`src/hw/rtl/set_assoc_lru_cache_tags_assert.svh`:
```
// assertion macros shared by the cache tag block
`ifndef SET_ASSOC_LRU_CACHE_TAGS_ASSERT_SVH
`define SET_ASSOC_LRU_CACHE_TAGS_ASSERT_SVH

// condition implies consequence in the same cycle
`define SALC_ASSERT_NOW(lbl, ante, cons, msg) \
  lbl: assert property (@(posedge clk_i) disable iff (!rst_ni) (ante) |-> (cons)) \
    else $error(msg);

// condition implies consequence in the next cycle
`define SALC_ASSERT_NEXT(lbl, ante, cons, msg) \
  lbl: assert property (@(posedge clk_i) disable iff (!rst_ni) (ante) |=> (cons)) \
    else $error(msg);

`endif

```
`src/hw/rtl/salc_pkg.sv`:
```
package salc_pkg;

  localparam int ADDR_W    = 32;
  localparam int CNT_W     = 32;
  localparam int WAY_OUT_W = 2;
  localparam int SET_OUT_W = 6;

  // commands from controller to datapath
  typedef struct packed {
    logic clear_step;
    logic lookup;
    logic update;
  } salc_cmd_t;

  // status from datapath to controller
  typedef struct packed {
    logic clear_last;
  } salc_sts_t;

endpackage

```
`src/hw/rtl/salc_ctrl.sv`:
```
`include "set_assoc_lru_cache_tags_assert.svh"

module salc_ctrl (
  input  logic                clk_i,
  input  logic                rst_ni,
  input  logic                in_valid_i,
  output logic                in_ready_o,
  output logic                out_valid_o,
  input  logic                out_ready_i,
  output salc_pkg::salc_cmd_t cmd_o,
  input  salc_pkg::salc_sts_t sts_i
);

  typedef enum logic [1:0] {ST_CLEAR, ST_IDLE, ST_LOOKUP} state_e;

  state_e state_q;
  logic   out_valid_q;
  logic   accept;

  // ready only when idle and the result register is free or draining
  assign in_ready_o = (state_q == ST_IDLE) && (!out_valid_q || out_ready_i);
  assign accept     = in_valid_i && in_ready_o;

  // commands
  always_comb begin
    cmd_o            = '0;
    cmd_o.clear_step = (state_q == ST_CLEAR);
    cmd_o.lookup     = accept;
    cmd_o.update     = (state_q == ST_LOOKUP);
  end

  // state and result valid
  always_ff @(posedge clk_i or negedge rst_ni) begin
    if (!rst_ni) begin
      state_q     <= ST_CLEAR;
      out_valid_q <= 1'b0;
    end else begin
      if (out_valid_q && out_ready_i) begin
        out_valid_q <= 1'b0;
      end
      case (state_q)
        ST_CLEAR: begin
          if (sts_i.clear_last) begin
            state_q <= ST_IDLE;
          end
        end
        ST_IDLE: begin
          if (accept) begin
            state_q <= ST_LOOKUP;
          end
        end
        ST_LOOKUP: begin
          out_valid_q <= 1'b1;
          state_q     <= ST_IDLE;
        end
        default: begin
          state_q <= ST_IDLE;
        end
      endcase
    end
  end

  assign out_valid_o = out_valid_q;

  `SALC_ASSERT_NEXT(a_accept_to_lookup, accept, state_q == ST_LOOKUP, "accept without lookup")
  `SALC_ASSERT_NOW(a_no_ready_clear, state_q == ST_CLEAR, !in_ready_o, "ready during clear")
  `SALC_ASSERT_NOW(a_lookup_out_free, state_q == ST_LOOKUP, !out_valid_q, "result reg busy")

endmodule

```
`config.mk`:
```
export PLATFORM = sky130hd
export DESIGN_NAME = salc_ctrl
export DESIGN_NICKNAME = d
export VERILOG_FILES = /design/src/hw/rtl/salc_pkg.sv /design/src/hw/rtl/salc_ctrl.sv
export VERILOG_INCLUDE_DIRS = /design/src /design/src/hw/rtl
export SDC_FILE = /design/constraint.sdc
export NUM_CORES = 1
export LEC_CHECK = 0
export BUFFER_PORTS_ARGS = -buffer_cell sky130_fd_sc_hd__buf_2
export CORE_AREA = 4 4 41 43
export DETAILED_ROUTE_END_ITERATION = 10
export DIE_AREA = 0 0 45 47
export PLACE_DENSITY = 0.3
export SYNTH_ARGS = -nofsm -noshare
export SYNTH_HDL_FRONTEND = slang
export SYNTH_SLANG_ARGS = --single-unit
```
`constraint.sdc`:
```
create_clock -name clk_i -period 2 [get_ports clk_i]
set_input_delay 0.1 -clock clk_i [delete_from_list [all_inputs] [get_ports clk_i]]
set_output_delay 0.1 -clock clk_i [all_outputs]
set_load 0.03 [all_outputs]
```
## After elaboration in Yosys (flattened, before gate mapping)

Index checks and enable logic that the tools add are counted.

| storage, ports and cells | value |
|---|---|
| output and inout port bits | 5 |
| bits of input ports | 5 |
| logic and storage cells | 19 |
| bits in registers | 3 |

| operators by class | value |
|---|---|
| reduce and logical (&&, ||, !) cells | 8 |
| multiplexer cells | 5 |
| equal/unequal tests | 4 |

Operator list:

| operator | count |
|---|---|
| 2-bit 2-to-1 mux | 2 |
| 2-bit case mux with 2 select lines | 1 |
| 1-bit logical AND | 3 |
| 2-bit by 1-bit == test with 1-bit output (second input constant) | 1 |
| 2-bit == test (second input constant) | 1 |
| 2-bit logical NOT | 1 |
| 1-bit 2-to-1 mux | 2 |
| 2-bit by 1-bit inequality test with 1-bit output (second input constant) | 1 |
| 2-bit inequality test (second input constant) | 1 |
| 2-bit AND reduction | 1 |
| 2-bit nonzero test | 1 |
| 1-bit logical NOT | 1 |
| 1-bit logical OR | 1 |

## Depth between registers and ports, before layout

Gate-level depths: netlist of the first run.

| logic depth | value |
|---|---|
| word-level depth | 6 |
| gate-level depth with buffers | 4 |
| depth with buffers taken out | 3 |

## Worst setup path before layout of the first run

No wires, ideal clock.

| timing | value |
|---|---|
| kind | reg2out |
| start point | register out_valid_q (netlist: out_valid_o) |
| end point | output port cmd_o[1] (netlist bit) |
| buffers on the path | 1 |
| data arrival time | 1141 ps |
| stages on the path, launching flop included | 5 |
| required time | 1900 ps |
| path slack | 759 ps |
| cells stage by stage | dfrtp_1 > nand2b_4 > and3_4 > and2_1 > buf_4 |

| on the way | value |
|---|---|
| cells in the longest elaborated chain, start to end | 4 |

Ends and longest elaborated chain:

| item | line | source |
|---|---|---|
| from (decl) | salc_ctrl.sv:17 | `logic out_valid_q;` |
| from (signal assigned) | salc_ctrl.sv:36 | `out_valid_q <= 1'b0;` |
| from (signal assigned) | salc_ctrl.sv:39 | `out_valid_q <= 1'b0;` |
| from (signal assigned) | salc_ctrl.sv:53 | `out_valid_q <= 1'b1;` |
| 1-bit logical NOT | salc_ctrl.sv:21 | `assign in_ready_o = (state_q == ST_IDLE) && (!out_valid_q \|\| out_ready_i);` |
| 1-bit logical OR | salc_ctrl.sv:21 |  |
| 1-bit logical AND | salc_ctrl.sv:21 |  |
| via in_ready_o | salc_ctrl.sv:7 | `output logic in_ready_o,` |
| 1-bit logical AND | salc_ctrl.sv:22 | `assign accept = in_valid_i && in_ready_o;` |
| to (decl) | salc_ctrl.sv:10 | `output salc_pkg::salc_cmd_t cmd_o,` |

The timed path passes the listed nets, and every way through them passes these cells.

==> results of run 1 <==
## layout by cell type, fill, tap and decap left out
cell	instances
clkbuf_4	3
inv_1	1
o21ai_0	1
dfrtp_1	3
and2_1	1
and3_1	1
clkbuf_1	1
nor2_1	3
o21ai_1	1
and3_4	1
dlygate4sd3_1	1
nand2b_4	1
buf_2	9
and2_4	1
## power breakdown
group          switching [uW]  leakage (uW)  internal (uW)
clock                    31.3     0.0000150           74.8
combinational             143     0.0000789           83.6
sequential               25.5     0.0000370           86.8
total                     200      0.000131            245
## worst max path at each step
stage / endpoint / slack (ps) / cells after the start
2_1_floorplan: cmd_o[1] / 760 / 4
3_3_place_gp: cmd_o[1] / 950 / 4
3_5_place_dp: cmd_o[1] / 950 / 4
4_1_cts: cmd_o[1] / 690 / 4
5_1_grt: cmd_o[1] / 610 / 4
6_report: cmd_o[1] / 710 / 4
## worst min-delay path: cells and delay by family
kind                   cells  cell delay [ps]
AO/OA/AOI/OAI              1              100
AND/OR/NAND/NOR            1               30
buffers and inverters      1               70
## synthesized netlist by cell type
cell type and n:
o21ai_0 1, nor2_1 3, and3_1 1, and2_4 1, inv_1 1, nand2b_4 1
buf_4 1, and3_4 1, dfrtp_1 3, o21ai_1 1, and2_1 1
## flip-flops by register name, summed over array words and instances, names as in the netlist
register     count
state_q          2
out_valid_o      1
## metrics by stage
stage | instance area, um^2 | hold slack (ps) | util (%) | worst slack, ps
5_1_grt | 246 | 108 | 18.9 | 609
3_3_place_gp | 210 | -101 | 16.2 | 948
4_1_cts | 246 | 103 | 18.9 | 692
2_1_floorplan | 154 | -196 | - | 759
3_5_place_dp | 210 | -102 | 16.2 | 949
6_report | 246 | 113 | 18.9 | 705
## kinds of logic (layout without fill, tap and decap cells)
group                  Yosys count  after routing
AO/OA/AOI/OAI                    2              2
flip-flops                       3              3
AND/OR/NAND/NOR                  8              8
buffers and inverters            2             15
## repair_timing
item,CTS,global route
hold endpoints to repair,3,0
hold buffers,1,0
gates resized for setup,0,0
## layout make-up
type | count | area [um^2]
fillers | 155 | 1050
flip-flops and latches | 3 | 75.1
multi-input cells | 10 | 67.6
repair buffers | 10 | 55.1
clock buffers | 4 | 26.3
well taps | 15 | 18.8
inverters | 1 | 3.75
## layer usage
metal | GRT usage, % | up-vias | routed length (um)
li1 | - | 73 | -
met1 | 4.82 | 68 | 156
met2 | 6.21 | 5 | 189
met3 | 3.45 | 2 | 6
met4 | 10.5 | 0 | 22
met5 | 0 | - | 0
==> flow_metrics.tcl, run 1 <==
set metrics [dict create \
    netlist_area_um2 154 \
    fin_tns_setup_ps 0 \
    path_cells "inv_1 -> and3_4 -> and2_1 -> buf_2" \
    grt_antenna_before_repair 0 \
    ir_drop_v 0.000367 \
    dieArea_um2 2120 \
    routed_wl_um 375 \
    synth_top_area_share_pct 48.8 \
    hp-class "in -> reg" \
    clock_latency_ps 230 \
    setup_violations 0 \
    cts_root_buf "clkbuf_4" \
    min_from "sts_i" \
    cp_top_family "flip-flops" \
    cts.sinks 3 \
    synth_top_family_by_area "simple AND/OR/NAND/NOR gates" \
    routed-via-count 148 \
    rsz0062_at_grt "false" \
    slew_violations 0 \
    synthSimpleGateAreaFrac_pct 37.4 \
    dpl.cell_count 38 \
    ant_nets 0 \
    drtIter0Drc 2 \
    worstSetupStartpoint "state_q[1]$_DFFE_PN0P_" \
    cp_data_arrival_time_ps 1190 \
    fin_crit_ps 1290 \
    synth_cell_types 11 \
    grt_overflow_total 0 \
    die_w_um 45 \
    dr.pass1.iters 4 \
    critPathCaptureType "output pin" \
    synth.top_cells.by_area "dfrtp_1 (49%), nand2b_4 (8.9%), and3_4 (7.3%), nor2_1 (7.3%), and2_4 (5.7%)" \
    cts_tree "done" \
    numCtsBuffers 3 \
    cp_slowest_cell "dfrtp_1" \
    synthToLayoutAreaGrowth_pct 60.2 \
    final_cells 43 \
    top_level_ports 10 \
    drc_errors 0 \
    hold_viol 0 \
    clkTransAtPathRegs_ps 40 \
    worst_pin_slew_ps 173 \
    nets 34 \
    grt_pass1_vias 165 \
    initial_core_util_pct 11.8 \
    drive_above_1_share_pct 53.6 \
    synthAdderAreaFrac_pct 0 \
    htreeDepth 1 \
    fmax_mhz 772 \
    cp_num_buf_inv 2 \
    cts_max_path_buffers 2 \
    syn_avg_cell_area_um2 10.3 \
    synth_seq_cells 3 \
    die_h_um 47 \
    ys_warn_count 0 \
    status "complete, no violations" \
    synth_nets 20 \
    fin_total_pwr_uw 445 \
    cp_max_fo 4 \
    relSlewSlack_pct 88.5 \
    cp-start-kind "flop" \
    maxCapViolCount 0 \
    grt_start_max_net_pins 7 \
    synth_seq_area_share_pct 48.8 \
    vias_per_cell 3.44 \
    postCtsSetupBuffers 0 \
    io_buffer_count 9 \
    max_stage_delay_ps 360 \
    path_class "reg -> out" \
    grt_pass1_wl_um 696 \
    synth_compound_area_share_pct 6.50 \
    p_leak_uw 0.000131 \
    crit_required_ps 1900 \
    std_cell_rows 13 \
    r2r_cells 2 \
    reg2reg_slack_ps 1130 \
    whs_endpoint "state_q[0]$_DFFE_PN0P_" \
    timing.rr.end "state_q[1]$_DFFE_PN0P_" \
    whs_path_depth 3 \
    synthMuxAreaShare_pct 0 \
    core_area_um2 1300 \
    finalCritPeriodShare_pct 64.7 \
    synthCells 15 \
    place_congestion 0.624 \
    clock-skew-final_ps 0.430 \
    r2r-start "state_q[0]$_DFFE_PN0P_" \
    num_antenna_cells 0 \
    yosys.area_share.xor_xnor_pct 0 \
    gr-usage-all-layers_pct 5.55 \
    synth_area_leader_cell "dfrtp_1" \
    wl_per_cell_um 8.72 \
    power_per_cell_area_nw_per_um2 1810 \
]
(Power assumes the default switching activity.)
==> run 2, diff against run 1 <==
- ABC_AREA: default -> 1
- clock period: 2 -> 1.2 ns (I/O delays scaled with it)
==> flow_metrics.tcl, run 2 <==
set metrics [dict create \
    status "complete, no violations" \
    top_level_ports 10 \
    hp-class "in -> reg" \
    drive_above_1_share_pct 45.5 \
    fillers 160 \
    clock-skew-final_ps 1.55 \
    cp_slowest_cell "dfrtp_1" \
    timing.rr.end "state_q[0]$_DFFE_PN0P_" \
    drtIter0Drc 0 \
    reg2reg_slack_ps 380 \
    synth_edf_count 0 \
    dpl_cell_area_um2 216 \
    synth_seq_area_share_pct 46.9 \
    whs_path_depth 3 \
    routed-via-count 153 \
    setup_violations 0 \
    fin_total_pwr_uw 748 \
    grt_pass1_vias 162 \
    initial_core_util_pct 12.3 \
    worstSetupStartpoint "state_q[1]$_DFFE_PN0P_" \
    largest_register "state_q" \
    dieArea_um2 2120 \
    wl_per_cell_um 6.85 \
    drc_errors 0 \
    cts.sinks 3 \
    syn_avg_cell_area_um2 8.01 \
    core_area_um2 1300 \
    postCtsSetupBuffers 0 \
    ys_warn_count 0 \
    path_class "reg -> out" \
    netlist_area_um2 160 \
    synth_area_leader_cell "dfrtp_1" \
    ys_top_cells_by_count "inv_1 (5), dfrtp_1 (3), nand2_1 (3)" \
    num_antenna_cells 0 \
    fin_crit_ps 1110 \
    cts_max_path_buffers 2 \
    largest_reg_flops 2 \
    layout_commonest_cell "buf_2" \
    grt_antenna_before_repair 0 \
    place_congestion 0.596 \
    cts_root_buf "clkbuf_4" \
    grt_overflow_total 0 \
    clock_latency_ps 230 \
    synthCells 20 \
    cp_top_family "flip-flops" \
    hold_viol 0 \
    finalCritPeriodShare_pct 92.8 \
    synth_seq_cells 3 \
    vias_per_cell 3.19 \
    clkTransAtPathRegs_ps 40 \
    gr-usage-all-layers_pct 4.12 \
    ant_nets 0 \
    cp_num_buf_inv 1 \
    path_cells "nor2_4 -> and2_1 -> clkbuf_4" \
    seq_area_um2 75.1 \
    maxCapViolCount 0 \
    numCtsBuffers 3 \
    cp-start-kind "flop" \
    min_from "in_valid_i" \
    cp_max_fo 3 \
    worst_pin_slew_ps 156 \
    crit_required_ps 1140 \
    nets 39 \
    ir_drop_v 0.000811 \
    yosysMostFrequentCell "inv_1" \
    synth_nets 25 \
    relSlewSlack_pct 89.7 \
    fmax_mhz 898 \
    synth.top_cells.by_area "dfrtp_1 (47%), inv_1 (12%), nand2_1 (7.0%), nor2_4 (7.0%), nand3_2 (6.3%)" \
    r2r-start "state_q[1]$_DFFE_PN0P_" \
    p_leak_uw 0.000154 \
    slew_violations 0 \
    dr.pass1.iters 1 \
    htreeDepth 1 \
    grt_pass1_wl_um 545 \
    routed_wl_um 329 \
    fin_ws_ps 86.4 \
    multi_input_area_um2 51.3 \
    postSynth.asyncResetShare_pct 100 \
    r2r_cells 4 \
    grt_start_max_net_pins 5 \
    synth_top_area_share_pct 46.9 \
    synthToLayoutAreaGrowth_pct 60.9 \
    layout_common_cells "buf_2 (7), inv_1 (5), clkbuf_4 (4), nand2_1 (3), dfrtp_1 (3)" \
    die_w_um 45 \
    die_h_um 47 \
    power_per_cell_area_nw_per_um2 2900 \
    dp_hpwl_um 270 \
    post-place-ws_ps 286 \
    io_buffer_count 9 \
    cp_data_arrival_time_ps 1050 \
    cts_tree "done" \
    fin_tns_setup_ps 0 \
    std_cell_rows 13 \
    max_stage_delay_ps 400 \
    synth_cell_types 11 \
    whs_endpoint "state_q[1]$_DFFE_PN0P_" \
    final_cell_area_um2 258 \
    critPathCaptureType "output pin" \
    rsz0062_at_grt "false" \
    synth_ff_type "dfrtp_1" \
]
[run 2: per-layer routing]
layer / GRT usage (%) / vias to the layer above / routed length (um)
met1: 3.20 / 62 / 119
met3: 1.53 / 2 / 39
met5: 0 / - / 0
li1: - / 82 / -
met2: 6.21 / 7 / 150
met4: 7.02 / 0 / 19
[run 2: layout make-up]
class	count	area share, %
sequential	3	29.1
clock buffer	4	10.2
timing repair buffer	10	23.3
inverter	7	10.2
tap	15	7.28
multi-input combinational	9	19.9
[run 2: how the worst max path moves through the flow]
stage / end / slack [ps] / cells after the start
after global routing: cmd_o[1] / 0.5 / 4
after floorplan: state_q[0]$_DFFE_PN0P_ / 20 / 4
final: in_ready_o / 90 / 3
after detailed placement: cmd_o[1] / 290 / 4
after global placement: cmd_o[1] / 280 / 4
after CTS: cmd_o[1] / 30 / 4
[run 2: through the flow]
stage               hold slack [ps]  utilization (%)  instances
detailed placement             -144             16.6         43
floorplan                      -236                -         20
CTS                            86.4             19.4         48
global route                    103             19.8         48
finish                         89.9             19.8         48
global placement               -144             16.6         43
[run 2: cells by family (layout without fill, tap and decap cells)]
| group | count (synthesis) | after routing | share of synthesized area, % |
|---|---|---|---|
| and+or+nand+nor | 8 | 8 | 28.9 |
| AOI/OAI and AO/OA | 1 | 1 | 3.12 |
| buffers and inverters | 8 | 21 | 21.1 |
| DFF | 3 | 3 | 46.9 |
[run 2: report_power, final]
| group | switching (uW) | leakage, uW | internal [uW] |
|---|---|---|---|
| clock | 51.0 | 0.0000150 | 125 |
| sequential | 37.0 | 0.0000371 | 144 |
| combinational | 260 | 0.000102 | 131 |
| total | 348 | 0.000154 | 400 |
[run 2: what timing repair did]
action,in CTS,in global routing
gates resized for setup,0,3
endpoints found under the hold margin,3,0
hold buffers,1,0
setup endpoints to repair,0,2
[run 2: worst min-delay path: stages]
cell     delay, ps
buf_2          100
nand3_2         80
inv_1           40
==> run 3, diff against run 2 <==
- BUFFER_PORTS_ARGS: -buffer_cell sky130_fd_sc_hd__buf_2 -> default
- DONT_BUFFER_PORTS: default -> 1
- GPL_TIMING_DRIVEN: default -> 1
- HOLD_SLACK_MARGIN: default -> 0.03
==> flow_metrics.tcl, run 3 (synthesis results as in run 2) <==
set metrics [dict create \
    grt_pass1_wl_um 565 \
    setup_violations 0 \
    dpl.cell_count 37 \
    fin_ws_ps 142 \
    p_leak_uw 0.000136 \
    p_sw_uw 347 \
    htreeDepth 1 \
    path_cells "nor2_4 -> and2_2" \
    route.met2.wl_um 169 \
    power_per_cell_area_nw_per_um2 2920 \
    highest-signal-layer "met4" \
    drive_above_1_share_pct 37.9 \
    fin_crit_ps 1060 \
    postCtsSetupBuffers 0 \
    cp_max_fo 3 \
    fillers 158 \
    clockPowerShare_pct 23.8 \
    pwr-share-comb_pct 51.0 \
    wl_per_cell_um 7.73 \
    maxCapViolCount 0 \
    wl_met3_um 21 \
    top_level_ports 10 \
    synthToLayoutAreaGrowth_pct 57.0 \
    post-place-ws_ps 296 \
    numCtsBuffers 3 \
    routed_wl_um 340 \
    cts_tree "done" \
    worst_pin_slew_ps 171 \
    max_stage_delay_ps 400 \
    routedLengthMet1_um 126 \
    fin_tns_setup_ps 0 \
    drc_errors 0 \
    cp-start-kind "flop" \
    place_congestion 0.574 \
    reg2reg_slack_ps 370 \
    critPathCaptureType "output pin" \
    ir_drop_v 0.000819 \
    hp-class "in -> reg" \
    slew_violations 0 \
    layout_commonest_cell "inv_1" \
    largest_reg_flops 2 \
    initial_core_util_pct 12.3 \
    path_class "reg -> out" \
    grt_pass1_vias 156 \
    status "complete, no violations" \
    fmax_mhz 945 \
    grt_antenna_before_repair 0 \
    routed-via-count 147 \
    finalCritPeriodShare_pct 88.2 \
    num_antenna_cells 0 \
    drtIter0Drc 0 \
    die_w_um 45 \
    final_cells 44 \
    cts.sinks 3 \
    vias_per_cell 3.34 \
    dr.pass1.iters 1 \
    clkTransAtPathRegs_ps 40 \
    cts_max_path_buffers 2 \
    p_sw_share_pct 47.2 \
    core_area_um2 1300 \
    rsz0062_at_grt "false" \
    cp_data_arrival_time_ps 1000 \
    p_seq_share_pct 25.1 \
    largest_register "state_q" \
    std_cell_rows 13 \
    dieArea_um2 2120 \
    p_int_uw 387 \
    relSlewSlack_pct 88.6 \
    clock-skew-final_ps 1.12 \
    grt_overflow_total 0 \
    ant_nets 0 \
    nets 35 \
    cp_slowest_cell "dfrtp_1" \
    die_h_um 47 \
    io_buffer_count 0 \
    cts_root_buf "clkbuf_4" \
    grt_start_max_net_pins 5 \
    crit_required_ps 1140 \
    hold_viol 0 \
    gr-usage-all-layers_pct 4.52 \
    clock_latency_ps 230 \
]
run 3: stage by stage:
step                instance area [um^2]  total power, uW  hold slack (ps)  util [%]
global route                         251              794             77.6      19.3
finish                               251              734             54.3      19.3
CTS                                  250              750             52.0      19.2
global placement                     194              552             -236      14.9
floorplan                            160              478             -236         -
detailed placement                   194              553             -236      14.9
run 3: timing repair:
| item | in CTS | in global routing |
|---|---|---|
| hold buffers | 3 | 0 |
| endpoints found under the hold margin | 5 | 0 |
| resized for setup | 0 | 2 |
| endpoints found under the setup margin | 0 | 2 |
run 3: layout make-up:
class                      instances  area (um^2)  area share [%]
inverter                           7         26.3            10.4
clock buffer                       4         26.3            10.4
tap                               15         18.8            7.46
timing repair buffer               6         52.6            20.9
multi-input combinational          9         52.6            20.9
sequential                         3         75.1            29.9
run 3: path summary, 6_finish.rpt:
| path | startpoint | to | cells past startpoint |
|---|---|---|---|
| max reg2reg | state_q[1]$_DFFE_PN0P_ | state_q[0]$_DFFE_PN0P_ | 4 |
| min | out_ready_i | out_valid_o$_DFFE_PN0P_ | 3 |
| max in group asynchronous | rst_ni | state_q[0]$_DFFE_PN0P_ | 1 |
| min reg2reg | state_q[0]$_DFFE_PN0P_ | out_valid_o$_DFFE_PN0P_ | 1 |
| min in group asynchronous | rst_ni | state_q[1]$_DFFE_PN0P_ | 1 |
| max | state_q[1]$_DFFE_PN0P_ | in_ready_o | 2 |
run 3: metal layers:
layer | up-vias | track usage (%)
met1 | 67 | 3.44
met5 | - | 0
li1 | 71 | -
met3 | 2 | 1.15
met2 | 7 | 6.78
met4 | 0 | 8.77
run 3: power groups by stage:
stage | Sequential [uW] | Combinational (uW) | Clock (uW)
6_report | 184 | 375 | 175
5_1_grt | 191 | 409 | 193
4_1_cts | 185 | 376 | 188
3_3_place_gp | 187 | 366 | 0
3_5_place_dp | 187 | 366 | 0
2_1_floorplan | 209 | 269 | 0
run 3: critical path, delay by kind of cell, from the launching register on:
family | cells | cell delay, ps
and+or+nand+nor | 2 | 360
DFF | 1 | 400
